`config.mk`:
```
export PLATFORM = sky130hd
export DESIGN_NAME = cgrm_compose
export DESIGN_NICKNAME = d
export VERILOG_FILES = /design/src/hw/rtl/cgrm_pkg.sv /design/src/hw/rtl/cgrm_compose.sv
export SDC_FILE = /design/constraint.sdc
export NUM_CORES = 1
export LEC_CHECK = 0
export CAP_MARGIN = 30
export CORE_ASPECT_RATIO = 1.75
export CORE_UTILIZATION = 64
export DETAILED_ROUTE_END_ITERATION = 16
export DONT_BUFFER_PORTS = 1
export GPL_ROUTABILITY_DRIVEN = 0
export PLACE_DENSITY_LB_ADDON = 0.15
export SLEW_MARGIN = 10
export SYNTH_ARGS = -nofsm -noshare
export SYNTH_HDL_FRONTEND = slang
export SYNTH_SLANG_ARGS = --single-unit
```
`constraint.sdc`:
```
create_clock -name clk -period 5.92 [get_ports clk]
set_input_delay 0.296 -clock clk [delete_from_list [all_inputs] [get_ports clk]]
set_output_delay 0.296 -clock clk [all_outputs]
set_load 0.02 [all_outputs]
```
`src/hw/rtl/cgrm_pkg.sv`:
```
`timescale 1ns / 1ps
// ----------------------------------------------------------------------------
// cgrm_pkg
// shared types, constants and datapath helpers of the cartesian grid rank mapper
// ----------------------------------------------------------------------------
package cgrm_pkg;

  localparam int MAX_DIMS   = 4;
  localparam int DIM_IDX_W  = $clog2(MAX_DIMS);
  localparam int RANK_W     = 32;
  localparam int SIZE_W     = 9;
  localparam int COORD_W    = 8;
  localparam int NDIMS_W    = 3;
  localparam int DIV_STEPS  = 8;
  localparam int DIV_STAGES = RANK_W / DIV_STEPS;
  localparam int CHAIN_LEN  = MAX_DIMS * DIV_STAGES;
  localparam int COMP_LAT   = MAX_DIMS - 1;

  localparam logic [SIZE_W-1:0] MAX_SIZE = SIZE_W'(256);

  // operation codes
  typedef enum logic [1:0] {
    OP_RANK_OF_COORDS = 2'd0,
    OP_COORDS_OF_RANK = 2'd1,
    OP_SHIFT          = 2'd2,
    OP_RESERVED       = 2'd3
  } op_t;

  // status codes
  localparam logic [1:0] ST_OK      = 2'd0;
  localparam logic [1:0] ST_BAD_ARG = 2'd1;
  localparam logic [1:0] ST_BAD_DIM = 2'd2;

  // register indexes
  localparam logic [2:0] REG_NUM_DIMS   = 3'd0;
  localparam logic [2:0] REG_DIM_SIZE_0 = 3'd1;
  localparam logic [2:0] REG_DIM_SIZE_1 = 3'd2;
  localparam logic [2:0] REG_DIM_SIZE_2 = 3'd3;
  localparam logic [2:0] REG_DIM_SIZE_3 = 3'd4;
  localparam logic [2:0] REG_PERIODIC   = 3'd5;
  localparam logic [2:0] REG_OWN_RANK   = 3'd6;

  typedef logic [MAX_DIMS-1:0][COORD_W-1:0] coord_vec_t;
  typedef logic [MAX_DIMS-1:0][SIZE_W-1:0]  size_vec_t;

  typedef struct packed {
    logic [COORD_W-1:0] rem;
    logic [RANK_W-1:0]  work;
    logic [SIZE_W-1:0]  divisor;
  } div_work_t;

  typedef struct packed {
    logic                             valid;
    op_t                              op;
    logic                             bad_coord;
    logic [MAX_DIMS-1:0]              neg;
    logic [MAX_DIMS-1:0][RANK_W-1:0]  mag;
    logic [DIM_IDX_W-1:0]             shift_dim;
    logic [RANK_W-1:0]                disp;
    logic [COORD_W-1:0]               disp_res;
    coord_vec_t                       res;
  } ctx_t;

  typedef struct packed {
    logic       valid;
    op_t        op;
    logic [1:0] status;
    logic       src_none;
    logic       dst_none;
    coord_vec_t coords;
  } post_t;

  function automatic logic [SIZE_W-1:0] clamp_size(logic [SIZE_W-1:0] raw);
    if (raw == '0) return SIZE_W'(1);
    if (raw > MAX_SIZE) return MAX_SIZE;
    return raw;
  endfunction

  // restoring division, a few quotient bits per call
  function automatic div_work_t div_steps(div_work_t w);
    logic [SIZE_W-1:0] t;
    for (int i = 0; i < DIV_STEPS; i++) begin
      t = {w.rem, w.work[RANK_W-1]};
      w.work = {w.work[RANK_W-2:0], 1'b0};
      if (t >= w.divisor) begin
        t = t - w.divisor;
        w.work[0] = 1'b1;
      end
      w.rem = t[COORD_W-1:0];
    end
    return w;
  endfunction

  // true non-negative residue from the residue of the magnitude
  function automatic logic [COORD_W-1:0] wrap_res(logic [COORD_W-1:0] rem, logic neg,
                                                  logic [SIZE_W-1:0] e);
    logic [SIZE_W-1:0] diff;
    diff = e - {1'b0, rem};
    if (neg && rem != '0) return diff[COORD_W-1:0];
    return rem;
  endfunction

  function automatic logic [RANK_W-1:0] mac_step(logic [RANK_W-1:0] acc,
                                                 logic [SIZE_W-1:0] e,
                                                 logic [COORD_W-1:0] p);
    logic [RANK_W+SIZE_W-1:0] full;
    full = (RANK_W+SIZE_W)'(acc) * (RANK_W+SIZE_W)'(e) + (RANK_W+SIZE_W)'(p);
    return full[RANK_W-1:0];
  endfunction

endpackage

```
`src/hw/rtl/cgrm_compose.sv`:
```
`timescale 1ns / 1ps
// ----------------------------------------------------------------------------
// cgrm_compose
// pipelined mixed-radix composition of coordinates into a rank
// ----------------------------------------------------------------------------
module cgrm_compose import cgrm_pkg::*; (
  input  logic              clk,
  input  coord_vec_t        coords,
  input  size_vec_t         sizes,
  output logic [RANK_W-1:0] rank
);

  logic [RANK_W-1:0] acc_q [COMP_LAT];
  coord_vec_t        crd_q [COMP_LAT-1];

  always_ff @(posedge clk) begin
    acc_q[0] <= mac_step(RANK_W'(coords[0]), sizes[1], coords[1]);
    crd_q[0] <= coords;
  end

  for (genvar s = 1; s < COMP_LAT; s++) begin : g_stage
    always_ff @(posedge clk) begin
      acc_q[s] <= mac_step(acc_q[s-1], sizes[s+1], crd_q[s-1][s+1]);
    end
    if (s < COMP_LAT - 1) begin : g_carry
      always_ff @(posedge clk) begin
        crd_q[s] <= crd_q[s-1];
      end
    end
  end

  assign rank = acc_q[COMP_LAT-1];

endmodule

```
==> impl_metrics.py <==
metrics = {
    "detailed_routing": {
        "drt_iter0_drc": 367,
        "first_pass_iters": 4,
        "wire_per_inst_um": 17.57,
        "detail-route-antenna-nets": 0,
        "num_vias": 12500,
        "totalWireLength_um": 38750,
        "route.detailed.drc": 0,
        "via_per_inst": 5.668,
    },
    "logic_synthesis": {
        "post_synth.cell_area_avg_um2": 9.497,
        "synth_cells": 1891,
        "synth-edff-count": 0,
        "yosys_warnings": 0,
        "syn-num-nets": 2500,
        "yosysSeqAreaShare": 0.1148,
        "async_flop_share": 0,
        "syn_area_um2": 17960,
        "synth_cell_type_count": 56,
        "yosys_most_used_dff": "dfxtp_1",
        "ys_ff_latch": 103,
    },
    "floorplanning": {
        "top_level_ports": 101,
        "fp.dieArea_um2": 28760,
        "die_h_um": 223.6,
        "fp-row-count": 80,
        "die_x_um": 128.6,
        "initial_core_util": 0.6548,
        "core_area_um2": 27430,
    },
    "worst_setup_path": {
        "crit_path_max_fanout": 11,
        "cp-end-kind": "flip-flop",
        "cp.arrival_ps": 6090,
        "cp-start-kind": "flip-flop",
        "critical_path_class": "reg2reg",
        "worstPathRequired_ps": 6200,
    },
    "cts": {
        "root_buffer": "clkbuf_16",
        "cts_tree": "yes",
        "cts.clk_slew.worst_paths_ps": 80,
        "htreeDepth": 3,
        "cts_max_path_buffers": 2,
        "clk_latency_ps": 400,
        "cts_setup_buffers": 0,
        "cts_buffers": 9,
        "cts_num_sinks": 103,
    },
    "sta": {
        "slew_headroom": 0.4458,
        "setup_tns_ps": 0,
        "fin_crit_ps": 5807,
        "finalHoldViolCount": 0,
        "setup-violations-final": 0,
        "fin_crit_sh": 0.9809,
        "whs_ps": 42.38,
        "slew_violations": 0,
        "clock.fmax_mhz": 172.2,
        "rsz0062_at_grt": "false",
        "worst_pin_slew_ps": 829.2,
        "finClkSkew_ps": 16.18,
    },
    "run_status": {
        "status": "complete, no violations",
    },
    "hold_path": {
        "hold_class": "in2reg",
    },
    "finish": {
        "layout-drive-gt1-share": 0.02288,
        "layout.nets": 2440,
        "area_growth_pct": 2.884,
        "fillerInstances": 2285,
        "diodes": 0,
        "multi_input_area_um2": 14320,
        "ff_latch_area_um2": 2063,
    },
    "placed_design": {
        "port_buffers": 0,
        "detailed_place_hpwl_um": 33190,
    },
    "grt": {
        "grt_pass1_wl_um": 65340,
        "grtUsageTotal": 0.2953,
        "antenna_found_initial": 0,
        "grt_pass1_vias": 14180,
        "overflow": 0,
        "grt_max_degree": 30,
    },
    "run": {
        "maxCapViolations": 0,
    },
}
==> layer usage <==
metal	GRT usage	up-vias	part of all wire
met5	0	-	0
met3	0.04466	109	0.031
met1	0.2591	6471	0.31
met2	0.6080	208	0.60
met4	0.1605	0	0.053
li1	-	5709	-
==> flip-flops by register name (all words and copies together) (netlist names) <==
register and count:
acc_q 79, crd_q 24
==> critical path, stage by stage, from the launching register on <==
cell,delay (ps)
dfxtp_1,560
nand2_1,150
fa_1,550
inv_1,70
fa_1,490
fa_1,560
fa_1,410
ha_1,290
ha_1,460
and4_1,340
nand4_1,210
a2111oi_1,810
buf_4,250
o41ai_1,90
a21oi_1,250
or4_1,150
nand3_1,70
==> repair_timing <==
action                                  4_1_cts  5_1_grt
hold buffers                                 16        0
hold endpoints to repair                     16        0
gates resized for setup                       1        1
endpoints found under the setup margin        1        1
==> placed cells by master (no fill, tap or decap), types with 3 or more instances in the layout <==
master / netlist / final
o41ai_1: 4 / 4
o21ai_2: 3 / 3
a21oi_1: 52 / 52
nand3_1: 13 / 13
nor2_1: 33 / 33
a31o_2: 4 / 4
inv_1: 292 / 292
or3_1: 5 / 5
a21o_1: 31 / 31
and3_1: 7 / 7
o21ai_0: 22 / 22
xnor2_1: 52 / 52
clkbuf_16: 0 / 9
dlygate4sd3_1: 0 / 16
nor4_1: 5 / 5
xor2_1: 17 / 17
a211oi_1: 7 / 7
and2_1: 255 / 255
nor3_1: 13 / 13
nand3b_1: 3 / 3
or4_1: 4 / 4
ha_1: 191 / 191
o21a_1: 8 / 8
nand4_1: 4 / 4
fa_1: 349 / 349
o211ai_1: 6 / 6
buf_4: 32 / 9
a31oi_1: 9 / 9
o21bai_1: 7 / 7
dfxtp_1: 103 / 102
a211o_1: 6 / 6
nor2b_1: 9 / 9
a41oi_1: 3 / 3
nand2b_1: 3 / 3
nand2_1: 250 / 250
==> path summary, 6_finish.rpt <==
kind                            depth (start not counted)              endpoint  slack (ps)                  from
worst max register to register                         16  acc_q[0][94]$_DFF_P_         110  acc_q[0][50]$_DFF_P_
worst min-delay path                                    1   acc_q[0][0]$_DFF_P_          40             coords[8]
worst min register to register                          0  crd_q[0][59]$_DFF_P_         330  crd_q[0][27]$_DFF_P_
worst max-delay path                                   16  acc_q[0][94]$_DFF_P_         110  acc_q[0][50]$_DFF_P_
==> cells in the mapped netlist, types with 5 or more instances <==
cell      count  area share
fa_1        349        0.39
inv_1       292       0.061
and2_1      255       0.089
nand2_1     250       0.052
ha_1        191        0.13
dfxtp_1     103        0.11
clkbuf_1     63       0.013
a21oi_1      52       0.014
xnor2_1      52       0.025
nor2_1       33      0.0069
buf_4        32       0.013
a21o_1       31       0.013
o21ai_0      22      0.0061
xor2_1       17      0.0083
nand3_1      13      0.0036
nor3_1       13      0.0036
a31oi_1       9      0.0031
nor2b_1       9      0.0031
o21a_1        8      0.0033
a211oi_1      7      0.0029
and3_1        7      0.0024
o21bai_1      7      0.0029
a211o_1       6      0.0029
o211ai_1      6      0.0025
nor4_1        5      0.0017
or3_1         5      0.0017
==> final cells by class <==
cell class                      count  share of cell area
Tap cell                          369             0.02499
Clock inverter                      7            0.004401
Inverter                          292             0.05932
Multi-Input combinational cell   1400              0.7751
Sequential cell                   103              0.1117
Timing Repair Buffer               25             0.01232
Clock buffer                        9             0.01219
==> metrics by stage <==
step | utilization | instance area, um^2 | worst slack [ps] | std cells
floorplan | - | 17960 | 491.5 | 1891
global placement | 0.6566 | 18010 | 167.1 | 2173
detailed placement | 0.6566 | 18010 | 42.49 | 2173
CTS | 0.6737 | 18480 | 154.5 | 2205
global route | 0.6737 | 18480 | 21.19 | 2205
finish | 0.6737 | 18480 | 112.8 | 2205
==> kinds of logic (layout without fill, tap and decap cells) <==
family | after synthesis | after routing | synth area share
fa+ha+maj | 540 | 540 | 0.5221
buf+inv | 388 | 333 | 0.08778
compound gates | 178 | 178 | 0.06765
simple gates | 613 | 613 | 0.1740
xor+xnor | 69 | 69 | 0.03365
flops | 103 | 103 | 0.1148
Power is not shown: default switching activity piles up to over one toggle a cycle in this logic, so the estimate is an artifact.
