$ cat src/hw/rtl/cgrm_pkg.sv
`timescale 1ns / 1ps
// ----------------------------------------------------------------------------
// cgrm_pkg
// shared types, constants and datapath helpers of the cartesian grid rank mapper
// ----------------------------------------------------------------------------
package cgrm_pkg;

  localparam int MAX_DIMS   = 4;
  localparam int DIM_IDX_W  = $clog2(MAX_DIMS);
  localparam int RANK_W     = 32;
  localparam int SIZE_W     = 9;
  localparam int COORD_W    = 8;
  localparam int NDIMS_W    = 3;
  localparam int DIV_STEPS  = 8;
  localparam int DIV_STAGES = RANK_W / DIV_STEPS;
  localparam int CHAIN_LEN  = MAX_DIMS * DIV_STAGES;
  localparam int COMP_LAT   = MAX_DIMS - 1;

  localparam logic [SIZE_W-1:0] MAX_SIZE = SIZE_W'(256);

  // operation codes
  typedef enum logic [1:0] {
    OP_RANK_OF_COORDS = 2'd0,
    OP_COORDS_OF_RANK = 2'd1,
    OP_SHIFT          = 2'd2,
    OP_RESERVED       = 2'd3
  } op_t;

  // status codes
  localparam logic [1:0] ST_OK      = 2'd0;
  localparam logic [1:0] ST_BAD_ARG = 2'd1;
  localparam logic [1:0] ST_BAD_DIM = 2'd2;

  // register indexes
  localparam logic [2:0] REG_NUM_DIMS   = 3'd0;
  localparam logic [2:0] REG_DIM_SIZE_0 = 3'd1;
  localparam logic [2:0] REG_DIM_SIZE_1 = 3'd2;
  localparam logic [2:0] REG_DIM_SIZE_2 = 3'd3;
  localparam logic [2:0] REG_DIM_SIZE_3 = 3'd4;
  localparam logic [2:0] REG_PERIODIC   = 3'd5;
  localparam logic [2:0] REG_OWN_RANK   = 3'd6;

  typedef logic [MAX_DIMS-1:0][COORD_W-1:0] coord_vec_t;
  typedef logic [MAX_DIMS-1:0][SIZE_W-1:0]  size_vec_t;

  typedef struct packed {
    logic [COORD_W-1:0] rem;
    logic [RANK_W-1:0]  work;
    logic [SIZE_W-1:0]  divisor;
  } div_work_t;

  typedef struct packed {
    logic                             valid;
    op_t                              op;
    logic                             bad_coord;
    logic [MAX_DIMS-1:0]              neg;
    logic [MAX_DIMS-1:0][RANK_W-1:0]  mag;
    logic [DIM_IDX_W-1:0]             shift_dim;
    logic [RANK_W-1:0]                disp;
    logic [COORD_W-1:0]               disp_res;
    coord_vec_t                       res;
  } ctx_t;

  typedef struct packed {
    logic       valid;
    op_t        op;
    logic [1:0] status;
    logic       src_none;
    logic       dst_none;
    coord_vec_t coords;
  } post_t;

  function automatic logic [SIZE_W-1:0] clamp_size(logic [SIZE_W-1:0] raw);
    if (raw == '0) return SIZE_W'(1);
    if (raw > MAX_SIZE) return MAX_SIZE;
    return raw;
  endfunction

  // restoring division, a few quotient bits per call
  function automatic div_work_t div_steps(div_work_t w);
    logic [SIZE_W-1:0] t;
    for (int i = 0; i < DIV_STEPS; i++) begin
      t = {w.rem, w.work[RANK_W-1]};
      w.work = {w.work[RANK_W-2:0], 1'b0};
      if (t >= w.divisor) begin
        t = t - w.divisor;
        w.work[0] = 1'b1;
      end
      w.rem = t[COORD_W-1:0];
    end
    return w;
  endfunction

  // true non-negative residue from the residue of the magnitude
  function automatic logic [COORD_W-1:0] wrap_res(logic [COORD_W-1:0] rem, logic neg,
                                                  logic [SIZE_W-1:0] e);
    logic [SIZE_W-1:0] diff;
    diff = e - {1'b0, rem};
    if (neg && rem != '0) return diff[COORD_W-1:0];
    return rem;
  endfunction

  function automatic logic [RANK_W-1:0] mac_step(logic [RANK_W-1:0] acc,
                                                 logic [SIZE_W-1:0] e,
                                                 logic [COORD_W-1:0] p);
    logic [RANK_W+SIZE_W-1:0] full;
    full = (RANK_W+SIZE_W)'(acc) * (RANK_W+SIZE_W)'(e) + (RANK_W+SIZE_W)'(p);
    return full[RANK_W-1:0];
  endfunction

endpackage

$ cat src/hw/rtl/cgrm_divider.sv
`timescale 1ns / 1ps
// ----------------------------------------------------------------------------
// cgrm_divider
// pipelined rank by dimension size divider, quotient and remainder
// ----------------------------------------------------------------------------
module cgrm_divider import cgrm_pkg::*; (
  input  logic                clk,
  input  logic [RANK_W-1:0]   dividend,
  input  logic [SIZE_W-1:0]   divisor,
  output logic [RANK_W-1:0]   quotient,
  output logic [COORD_W-1:0]  remainder
);

  div_work_t stage_q [DIV_STAGES];

  always_ff @(posedge clk) begin
    stage_q[0] <= div_steps('{rem: '0, work: dividend, divisor: divisor});
    for (int s = 1; s < DIV_STAGES; s++) begin
      stage_q[s] <= div_steps(stage_q[s-1]);
    end
  end

  assign quotient  = stage_q[DIV_STAGES-1].work;
  assign remainder = stage_q[DIV_STAGES-1].rem;

endmodule

$ cat config.mk
export PLATFORM = sky130hd
export DESIGN_NAME = cgrm_divider
export DESIGN_NICKNAME = d
export VERILOG_FILES = /design/src/hw/rtl/cgrm_pkg.sv /design/src/hw/rtl/cgrm_divider.sv
export SDC_FILE = /design/constraint.sdc
export NUM_CORES = 1
export LEC_CHECK = 0
export BUFFER_PORTS_ARGS = -buffer_cell sky130_fd_sc_hd__buf_2
export CELL_PAD_IN_SITES_DETAIL_PLACEMENT = 1
export CELL_PAD_IN_SITES_GLOBAL_PLACEMENT = 1
export CORE_MARGIN = 4
export CORE_UTILIZATION = 52
export CTS_CLUSTER_SIZE = 25
export DETAILED_ROUTE_END_ITERATION = 12
export PLACE_DENSITY_LB_ADDON = 0.1
export REMOVE_ABC_BUFFERS = 1
export SLEW_MARGIN = 0
export SYNTH_ARGS = -nofsm -noshare
export SYNTH_HDL_FRONTEND = slang
export SYNTH_SLANG_ARGS = --single-unit
$ cat constraint.sdc
create_clock -name clk -period 26.3 [get_ports clk]
set_input_delay 0 -clock clk [delete_from_list [all_inputs] [get_ports clk]]
set_output_delay 0 -clock clk [all_outputs]
set_load 0.1 [all_outputs]
==> Implementation_results.wiki, run 1 <==
{| class="wikitable"
! Metric !! Value
|-
| Final Critical Period || 18.73 ns
|-
| Gate count after technology mapping || 2169
|-
| Number of synthesized flops with an enable pin || 0
|-
| Highest achievable clock rate || 53.38 MHz
|-
| Via total after detailed routing || 16650
|-
| Number of sinks driven by the clock tree || 187
|-
| H-tree depth reported by CTS || 4
|-
| Maximum fanout encountered on the critical timing path || 14
|-
| Clock root buffer || sky130_fd_sc_hd__clkbuf_16
|-
| Path class of the lowest-slack min-delay path || primary input to register
|-
| Die height || 194.4 microns
|-
| Final standard cell area without fillers || 19860 sq um
|-
| Post-CTS Setup Inserts || 0
|-
| CP peak stage delay || 0.84 ns
|-
| Most common cell type on the critical path || sky130_fd_sc_hd__ha_1
|-
| Biggest registers after layout || stage_q x187
|-
| Initial cell density of the core || 52.58%
|-
| Number of nets still failing antenna checks after routing || 0
|-
| Detailed Routing Iterations Pass 1 || 5
|-
| Mean Syn Cell Area || 8.333 sq um
|-
| Slowest stage cell, crit path || sky130_fd_sc_hd__nor2_1
|-
| Post-detailed-placement cell area || 18970 sq um
|-
| Library cells used by synthesis || 96
|-
| Ranking of synthesized cells by area || sky130_fd_sc_hd__dfxtp_1 21%, sky130_fd_sc_hd__ha_1 19%, sky130_fd_sc_hd__xnor2_1 4.5%, sky130_fd_sc_hd__mux2_2 4.0%, sky130_fd_sc_hd__a21oi_1 3.8%
|-
| Later-pin clock latency in the skew report || 0.47 ns
|-
| Crit path launch || stage_q[0][1]$_DFF_P_
|-
| Inserted Diodes || 0
|-
| Data required time at the worst endpoint || 26.65 ns
|-
| Max FFs per register || 187
|-
| Number of remaining DRC errors || 0
|-
| Number of placement rows || 68
|-
| Total standard cell area after synthesis || 18070 sq um
|-
| Average vias per placed instance || 6.052
|-
| Top-level I/O count || 82
|-
| Number of failing setup endpoints in the final timing report || 0
|-
| Placeable core area || 34370 sq um
|-
| Worst Path Class, Setup || register to register
|-
| Clock Tree Buf Depth || 2
|-
| Fin util || 57.78%
|-
| Final HPWL from detailed placement || 43490 microns
|-
| Data arrival at the endpoint of the critical path || 19.09 ns
|-
| Combined global-route utilization of all metal layers || 29.43%
|-
| Critical Path Source Type || register
|-
| Number of buffers inserted during clock tree synthesis || 17
|-
| Worst hold start || dividend[31]
|-
| Total negative slack || 0 ns
|-
| Hold violation count in the final report || 0
|-
| Max-slew violation count || 0
|-
| Startpoint of the lowest-slack register-to-register path || stage_q[0][1]$_DFF_P_
|-
| Register clock-pin slew on the reported worst setup and hold paths || 0.08 ns
|-
| Maxcap violations || 0
|-
| Clock Skew || 0.01506 ns
|-
| Worst Hold Margin || 0.1129 ns
|-
| Fraction of layout instances using a drive strength above 1 || 10.41%
|-
| Post-route fraction of the period consumed by the critical path || 71.23%
|-
| Most flop-heavy register || stage_q
|-
| Final weighted congestion of routability-driven global placement || 0.9017
|-
| Pin count of the biggest net entering global routing || 17
|-
| RSZ-0062 raised after global routing || no
|-
| Post-layout net count || 2638
|-
| Layout fillers || 4162
|-
| Outcome || finished, final reports clean
|-
| Overall die width || 194.4 microns
|-
| Post-synth top area cell || sky130_fd_sc_hd__dfxtp_1
|-
| Post-synthesis sequential area ratio || 20.71%
|-
| Transition time at the pin with the least slew margin || 1.133 ns
|-
| Initial drt markers || 797
|-
| Vias in the first global route || 17910
|-
| Kind of end point of the critical path || register
|-
| FF/Latch Area || 3744 sq um
|-
| Top-area cell type share of the netlist area || 20.71%
|-
| Wire length of the first global-routing pass || 92070 microns
|-
| Routed wirelength normalized by instance count || 20.67 microns
|-
| Total grt overflow || 0
|-
| Total detailed-routing wirelength || 56870 microns
|-
| Area grow syn2layout || 9.886%
|-
| Primary FF master, synth || sky130_fd_sc_hd__dfxtp_1
|-
| Max transition margin || 24.49%
|-
| Area taken by multi-input logic gates || 13520 sq um
|-
| Initial antenna violation count || 0
|-
| Async SR Flop Fraction || 0%
|-
| TritonCTS clock tree || built
|-
| Die outline area || 37800 sq um
|-
| Number of I/O port buffers || 81
|-
| Synth warn || 0
|-
| Synthesized flop and latch total || 187
|}
==> stage by stage <==
stage / worst slack [ns] / instances
after floorplan: 11.62 / 2147
after global placement: 8.390 / 2686
after detailed placement: 7.967 / 2686
after CTS: 7.808 / 2751
after global routing: 6.138 / 2751
final: 7.566 / 2751
==> metal layers <==
metal | wire [microns] | track usage (%) | part of all wire (%) | vias up
met5 | 0 | 0 | 0 | -
met4 | 1627 | 9.557 | 2.9 | 0
met3 | 1656 | 4.039 | 2.9 | 123
met2 | 28010 | 52.71 | 49 | 292
met1 | 25570 | 36.46 | 45 | 8166
li1 | - | - | - | 8069
==> cell type report <==
class,instances,share of cell area (%)
repair buffers,118,3.868
clock buffers,20,2.199
well taps,455,2.867
inverters,189,3.585
clock inverters,11,0.5607
multi-input cells,1771,68.07
flip-flops and latches,187,18.85
==> cell usage after synthesis, types with 39 or more instances <==
cell                      count
sky130_fd_sc_hd__ha_1       281
sky130_fd_sc_hd__dfxtp_1    187
sky130_fd_sc_hd__nor2_1     179
sky130_fd_sc_hd__inv_1      174
sky130_fd_sc_hd__a21oi_1    136
sky130_fd_sc_hd__nand2_1    130
sky130_fd_sc_hd__o21ai_0    119
sky130_fd_sc_hd__xnor2_1     92
sky130_fd_sc_hd__o21a_1      78
sky130_fd_sc_hd__mux2_2      64
sky130_fd_sc_hd__nor2b_1     63
sky130_fd_sc_hd__nor3_1      57
sky130_fd_sc_hd__a21o_1      53
sky130_fd_sc_hd__xor2_1      39
==> what timing repair did <==
action | in CTS | in global routing
hold endpoints to repair | 35 | 0
resized for setup | 0 | 0
hold buffers | 34 | 0
==> worst max-delay path, delay by kind of cell, from the launching register on <==
kind / cells / cell delay [ns]
AO/OA/AOI/OAI: 35 / 9.01
adder cells (fa/ha/maj): 8 / 2.48
buffers and inverters: 8 / 2.17
flip-flops: 1 / 0.69
multiplexers: 1 / 0.34
AND/OR/NAND/NOR: 16 / 3.94
==> cells in the final DEF (no fill, tap or decap), types with 5 or more instances in the layout <==
cell type,instances
sky130_fd_sc_hd__o21bai_1,18
sky130_fd_sc_hd__a21o_1,53
sky130_fd_sc_hd__a21boi_0,11
sky130_fd_sc_hd__nand4_1,38
sky130_fd_sc_hd__nand3_1,38
sky130_fd_sc_hd__and2_1,19
sky130_fd_sc_hd__or3_1,17
sky130_fd_sc_hd__fa_1,31
sky130_fd_sc_hd__o221ai_1,18
sky130_fd_sc_hd__nor2_1,179
sky130_fd_sc_hd__a21oi_1,136
sky130_fd_sc_hd__clkbuf_16,17
sky130_fd_sc_hd__a211oi_1,19
sky130_fd_sc_hd__nand2_1,130
sky130_fd_sc_hd__dlygate4sd3_1,34
sky130_fd_sc_hd__o21ai_0,119
sky130_fd_sc_hd__inv_1,174
sky130_fd_sc_hd__nand2b_1,24
sky130_fd_sc_hd__o211ai_1,21
sky130_fd_sc_hd__a211o_1,12
sky130_fd_sc_hd__mux2_2,64
sky130_fd_sc_hd__xor2_1,39
sky130_fd_sc_hd__inv_2,14
sky130_fd_sc_hd__ha_1,281
sky130_fd_sc_hd__dfxtp_1,187
sky130_fd_sc_hd__a31oi_1,17
sky130_fd_sc_hd__o31a_1,23
sky130_fd_sc_hd__nor3_1,57
sky130_fd_sc_hd__mux2i_1,21
sky130_fd_sc_hd__o31ai_1,21
sky130_fd_sc_hd__nor2b_1,63
sky130_fd_sc_hd__buf_2,81
sky130_fd_sc_hd__xnor2_1,92
sky130_fd_sc_hd__clkinvlp_4,5
sky130_fd_sc_hd__or2_2,14
sky130_fd_sc_hd__and3_1,13
sky130_fd_sc_hd__o21a_1,78
sky130_fd_sc_hd__nand3b_1,7
==> kinds of logic (layout without fill, tap and decap cells) <==
family / count (synthesis) / after routing / synth area share [%]
DFF: 187 / 187 / 20.71
buffers and inverters: 211 / 338 / 4.486
muxes: 88 / 88 / 5.358
AOI/OAI and AO/OA: 612 / 612 / 23.00
xor gates and xnor gates: 131 / 131 / 6.348
adders and majority gates: 312 / 312 / 22.89
and+or+nand+nor: 628 / 628 / 17.21
==> worst paths after layout <==
check | endpoint | slack [ns] | depth (start not counted)
hold / removal | stage_q[0][16]$_DFF_P_ | 0.11 | 4
setup reg to reg | stage_q[1][47]$_DFF_P_ | 7.57 | 68
setup / recovery | stage_q[1][47]$_DFF_P_ | 7.57 | 68
hold reg to reg | stage_q[1][38]$_DFF_P_ | 0.32 | 0
Power of run 1 is not shown: default switching activity piles up to over one toggle a cycle in this logic, so the estimate is an artifact.
==> run 2: changes to the inputs <==
--- a/config.mk
+++ b/config.mk
@@ -5,11 +5,12 @@
 export SDC_FILE = /design/constraint.sdc
 export NUM_CORES = 1
 export LEC_CHECK = 0
+export ABC_AREA = 1
 export BUFFER_PORTS_ARGS = -buffer_cell sky130_fd_sc_hd__buf_2
 export CELL_PAD_IN_SITES_DETAIL_PLACEMENT = 1
 export CELL_PAD_IN_SITES_GLOBAL_PLACEMENT = 1
 export CORE_MARGIN = 4
-export CORE_UTILIZATION = 52
+export CORE_UTILIZATION = 42
 export CTS_CLUSTER_SIZE = 25
 export DETAILED_ROUTE_END_ITERATION = 12
 export PLACE_DENSITY_LB_ADDON = 0.1
==> constraint.sdc (replaced) <==
create_clock -name clk -period 15.6 [get_ports clk]
set_input_delay 0 -clock clk [delete_from_list [all_inputs] [get_ports clk]]
set_output_delay 0 -clock clk [all_outputs]
set_load 0.1 [all_outputs]
==> Implementation_results.wiki, run 2 <==
{| class="wikitable"
! Metric !! Value
|-
| Die height || 217.7 microns (was 194.4 microns)
|-
| Async SR Flop Fraction || 0% (unchanged)
|-
| Worst r2r path cells || 76 (was 68)
|-
| Initial drt markers || 726 (was 797)
|-
| Number of remaining DRC errors || 0 (unchanged)
|-
| RSZ-0062 raised after global routing || no (unchanged)
|-
| Top-area cell type share of the netlist area || 20.28% (was 20.71%)
|-
| Number of sinks driven by the clock tree || 187 (unchanged)
|-
| R2R Path End || stage_q[1][43]$_DFF_P_ (was stage_q[1][47]$_DFF_P_)
|-
| Total negative slack || 0 ns (unchanged)
|-
| Clock root buffer || sky130_fd_sc_hd__clkbuf_16 (unchanged)
|-
| Post-layout net count || 3119 (was 2638)
|-
| Synthesized flop and latch total || 187 (unchanged)
|-
| Post-detailed-placement cell area || 19490 sq um (was 18970 sq um)
|-
| Final weighted congestion of routability-driven global placement || 0.8970 (was 0.9017)
|-
| Biggest registers after layout || stage_q x187 (unchanged)
|-
| Combined global-route utilization of all metal layers || 24.06% (was 29.43%)
|-
| Most used standard cell by instance count after synthesis || sky130_fd_sc_hd__nand2_1 (was sky130_fd_sc_hd__ha_1)
|-
| Top-level I/O count || 82 (unchanged)
|-
| Number of buffers inserted during clock tree synthesis || 17 (unchanged)
|-
| Via total after detailed routing || 17580 (was 16650)
|-
| Worst Path Class, Setup || register to register (unchanged)
|-
| Data arrival at the endpoint of the critical path || 14.35 ns (was 19.09 ns)
|-
| CP peak stage delay || 0.71 ns (was 0.84 ns)
|-
| Maximum fanout encountered on the critical timing path || 13 (was 14)
|-
| Vias in the first global route || 18740 (was 17910)
|-
| Slowest stage cell, crit path || sky130_fd_sc_hd__dfxtp_1 (was sky130_fd_sc_hd__nor2_1)
|-
| Post-route fraction of the period consumed by the critical path || 89.66% (was 71.23%)
|-
| Max-slew violation count || 0 (unchanged)
|-
| Maxcap violations || 0 (unchanged)
|-
| H-tree depth reported by CTS || 4 (unchanged)
|-
| Total grt overflow || 0 (unchanged)
|-
| Area grow syn2layout || 10.88% (was 9.886%)
|-
| Worst Hold Path Cells || 7 (was 4)
|-
| Inserted Diodes || 0 (unchanged)
|-
| Clock Tree Buf Depth || 2 (unchanged)
|-
| Wire length of the first global-routing pass || 92720 microns (was 92070 microns)
|-
| Path class of the lowest-slack min-delay path || primary input to register (unchanged)
|-
| Max FFs per register || 187 (unchanged)
|-
| Met2 capacity usage during global routing || 43.24% (was 52.71%)
|-
| Later-pin clock latency in the skew report || 0.49 ns (was 0.47 ns)
|-
| Outcome || finished, final reports clean (unchanged)
|-
| Number of placement rows || 76 (was 68)
|-
| Initial antenna violation count || 0 (unchanged)
|-
| Mean Syn Cell Area || 6.988 sq um (was 8.333 sq um)
|-
| Transition time at the pin with the least slew margin || 0.9405 ns (was 1.133 ns)
|-
| Total standard cell area after synthesis || 18460 sq um (was 18070 sq um)
|-
| Most common cell type on the critical path || sky130_fd_sc_hd__nand2_1 (was sky130_fd_sc_hd__ha_1)
|-
| Global-route met1 utilization || 29.94% (was 36.46%)
|-
| Detailed Routing Iterations Pass 1 || 5 (unchanged)
|-
| Final standard cell area without fillers || 20470 sq um (was 19860 sq um)
|-
| Number of I/O port buffers || 81 (unchanged)
|-
| Post-synthesis sequential area ratio || 20.28% (was 20.71%)
|-
| Average vias per placed instance || 5.227 (was 6.052)
|-
| Register clock-pin slew on the reported worst setup and hold paths || 0.07 ns (was 0.08 ns)
|-
| Met3 usage in global routing || 3.511% (was 4.039%)
|-
| Highest achievable clock rate || 71.49 MHz (was 53.38 MHz)
|-
| Final Critical Period || 13.99 ns (was 18.73 ns)
|-
| Most flop-heavy register || stage_q (unchanged)
|-
| Commonest non-fill, non-tap cells in the layout || 638 x sky130_fd_sc_hd__nand2_1, 384 x sky130_fd_sc_hd__inv_1, 281 x sky130_fd_sc_hd__ha_1, 187 x sky130_fd_sc_hd__dfxtp_1, 182 x sky130_fd_sc_hd__a21oi_1 (was 281 x sky130_fd_sc_hd__ha_1, 187 x sky130_fd_sc_hd__dfxtp_1, 179 x sky130_fd_sc_hd__nor2_1, 174 x sky130_fd_sc_hd__inv_1, 136 x sky130_fd_sc_hd__a21oi_1)
|-
| Number of failing setup endpoints in the final timing report || 0 (unchanged)
|-
| Primary FF master, synth || sky130_fd_sc_hd__dfxtp_1 (unchanged)
|-
| Layout fillers || 5663 (was 4162)
|-
| Critical Path Source Type || register (unchanged)
|-
| Number of synthesized flops with an enable pin || 0 (unchanged)
|-
| Number of nets still failing antenna checks after routing || 0 (unchanged)
|-
| Slack of the worst reg-to-reg path || 1.61 ns (was 7.57 ns)
|-
| Sink of the worst hold path || stage_q[0][43]$_DFF_P_ (was stage_q[0][16]$_DFF_P_)
|-
| TritonCTS clock tree || built (unchanged)
|-
| Startpoint of the lowest-slack register-to-register path || stage_q[0][1]$_DFF_P_ (unchanged)
|-
| Placeable core area || 43270 sq um (was 34370 sq um)
|-
| Most frequent standard cell in the layout excluding fill and tap cells || sky130_fd_sc_hd__nand2_1 (was sky130_fd_sc_hd__ha_1)
|-
| Worst hold start || dividend[26] (was dividend[31])
|-
| Initial cell density of the core || 42.67% (was 52.58%)
|-
| Fraction of layout instances using a drive strength above 1 || 9.755% (was 10.41%)
|-
| Data required time at the worst endpoint || 15.96 ns (was 26.65 ns)
|-
| Overall die width || 217.7 microns (was 194.4 microns)
|-
| Max transition margin || 36.72% (was 24.49%)
|-
| Post-synth top area cell || sky130_fd_sc_hd__dfxtp_1 (unchanged)
|-
| Final HPWL from detailed placement || 45170 microns (was 43490 microns)
|-
| Ranking of synthesized cells by area || sky130_fd_sc_hd__dfxtp_1 20%, sky130_fd_sc_hd__ha_1 19%, sky130_fd_sc_hd__nand2_1 13%, sky130_fd_sc_hd__inv_1 7.8%, sky130_fd_sc_hd__a21oi_1 5.0% (was sky130_fd_sc_hd__dfxtp_1 21%, sky130_fd_sc_hd__ha_1 19%, sky130_fd_sc_hd__xnor2_1 4.5%, sky130_fd_sc_hd__mux2_2 4.0%, sky130_fd_sc_hd__a21oi_1 3.8%)
|-
| Post-Place Worst Slack || 1.327 ns (was 7.967 ns)
|-
| Total detailed-routing wirelength || 56440 microns (was 56870 microns)
|-
| Library cells used by synthesis || 62 (was 96)
|-
| Clock Skew || 0.02028 ns (was 0.01506 ns)
|-
| Setup slack of the critical path after layout || 1.612 ns (was 7.566 ns)
|-
| Kind of end point of the critical path || register (unchanged)
|-
| Post-CTS Setup Inserts || 0 (unchanged)
|-
| Routed wirelength normalized by instance count || 16.78 microns (was 20.67 microns)
|-
| Pin count of the biggest net entering global routing || 19 (was 17)
|-
| Highest-utilization routing layer at the global route stage || met2 (unchanged)
|-
| Most common library cells after synthesis || 638 x sky130_fd_sc_hd__nand2_1, 384 x sky130_fd_sc_hd__inv_1, 281 x sky130_fd_sc_hd__ha_1, 187 x sky130_fd_sc_hd__dfxtp_1, 183 x sky130_fd_sc_hd__a21oi_1 (was 281 x sky130_fd_sc_hd__ha_1, 187 x sky130_fd_sc_hd__dfxtp_1, 179 x sky130_fd_sc_hd__nor2_1, 174 x sky130_fd_sc_hd__inv_1, 136 x sky130_fd_sc_hd__a21oi_1)
|-
| Hold violation count in the final report || 0 (unchanged)
|-
| Die outline area || 47380 sq um (was 37800 sq um)
|-
| Gate count after technology mapping || 2642 (was 2169)
|-
| Synth warn || 0 (unchanged)
|}
[run 2: changes by cell type in the layout (fill, tap and decap cells not counted), moves of 30 or more]
cell | previous run | this run
sky130_fd_sc_hd__a21o_1 | 53 | 11
sky130_fd_sc_hd__a21oi_1 | 136 | 182
sky130_fd_sc_hd__inv_1 | 174 | 384
sky130_fd_sc_hd__mux2_2 | 64 | 0
sky130_fd_sc_hd__nand2_1 | 130 | 638
sky130_fd_sc_hd__nand3_1 | 38 | 163
sky130_fd_sc_hd__nor2b_1 | 63 | 0
sky130_fd_sc_hd__nor3_1 | 57 | 27
sky130_fd_sc_hd__o21a_1 | 78 | 13
sky130_fd_sc_hd__xnor2_1 | 92 | 57
sky130_fd_sc_hd__xor2_1 | 39 | 74
[run 2: worst max-delay path, delay by kind of cell, from the launching register on]
family,cells,cell delay [ns]
fa+ha+maj,8,2.88
compound gates,29,5.11
flops,1,0.71
buf+inv,6,1.02
xor+xnor,1,0.16
simple gates,32,4.00
[run 2: through the flow]
stage | util (%) | instances | hold slack [ns]
2_1_floorplan | - | 2624 | 0.02772
3_3_place_gp | 45.05 | 3296 | 0.1026
3_5_place_dp | 45.05 | 3296 | 0.1039
4_1_cts | 47.30 | 3363 | 0.003740
5_1_grt | 47.32 | 3363 | 0.1010
6_report | 47.32 | 3363 | 0.03814
[run 2: cell type report]
type | count | area, sq um | share of cell area [%]
Clock buffer | 18 | 439.2 | 2.145
Clock inverter | 14 | 183.9 | 0.8984
Inverter | 400 | 1504 | 7.346
Multi-Input combinational cell | 2037 | 13070 | 63.84
Sequential cell | 187 | 3744 | 18.29
Tap cell | 585 | 732.0 | 3.575
Timing Repair Buffer | 122 | 800.8 | 3.912
[run 2: logic make-up (layout without fill, tap and decap cells)]
logic type	Yosys count	after routing	share of synthesized area (%)
compound gates	448	448	14.50
buf+inv	418	554	8.986
fa+ha+maj	312	312	22.40
xor+xnor	131	131	6.214
simple gates	1144	1144	27.51
flops	187	187	20.28
mux	2	2	0.1084
[run 2: repair_timing]
action	in CTS	in global routing
hold endpoints to repair	36	0
endpoints found under the setup margin	0	10
gates resized for setup	0	2
hold buffers	35	0
[run 2: per-layer routing]
layer,wire [microns],part of all wire (%),vias up
met4,1159,2.1,0
met2,27790,49,185
met3,1420,2.5,69
met1,26070,46,8385
li1,-,-,8940
met5,0,0,-
[run 2: how the worst max path moves through the flow]
stage,from,end,slack [ns]
final,stage_q[0][1]$_DFF_P_,stage_q[1][43]$_DFF_P_,1.61
after global routing,stage_q[0][1]$_DFF_P_,stage_q[1][43]$_DFF_P_,0.05
after CTS,stage_q[0][1]$_DFF_P_,stage_q[1][43]$_DFF_P_,1.23
after detailed placement,stage_q[0][1]$_DFF_P_,stage_q[1][43]$_DFF_P_,1.33
after global placement,stage_q[0][1]$_DFF_P_,stage_q[1][41]$_DFF_P_,1.63
after floorplan,stage_q[0][1]$_DFF_P_,stage_q[1][44]$_DFF_P_,3.58
Power of run 2 is left out for the same reason.
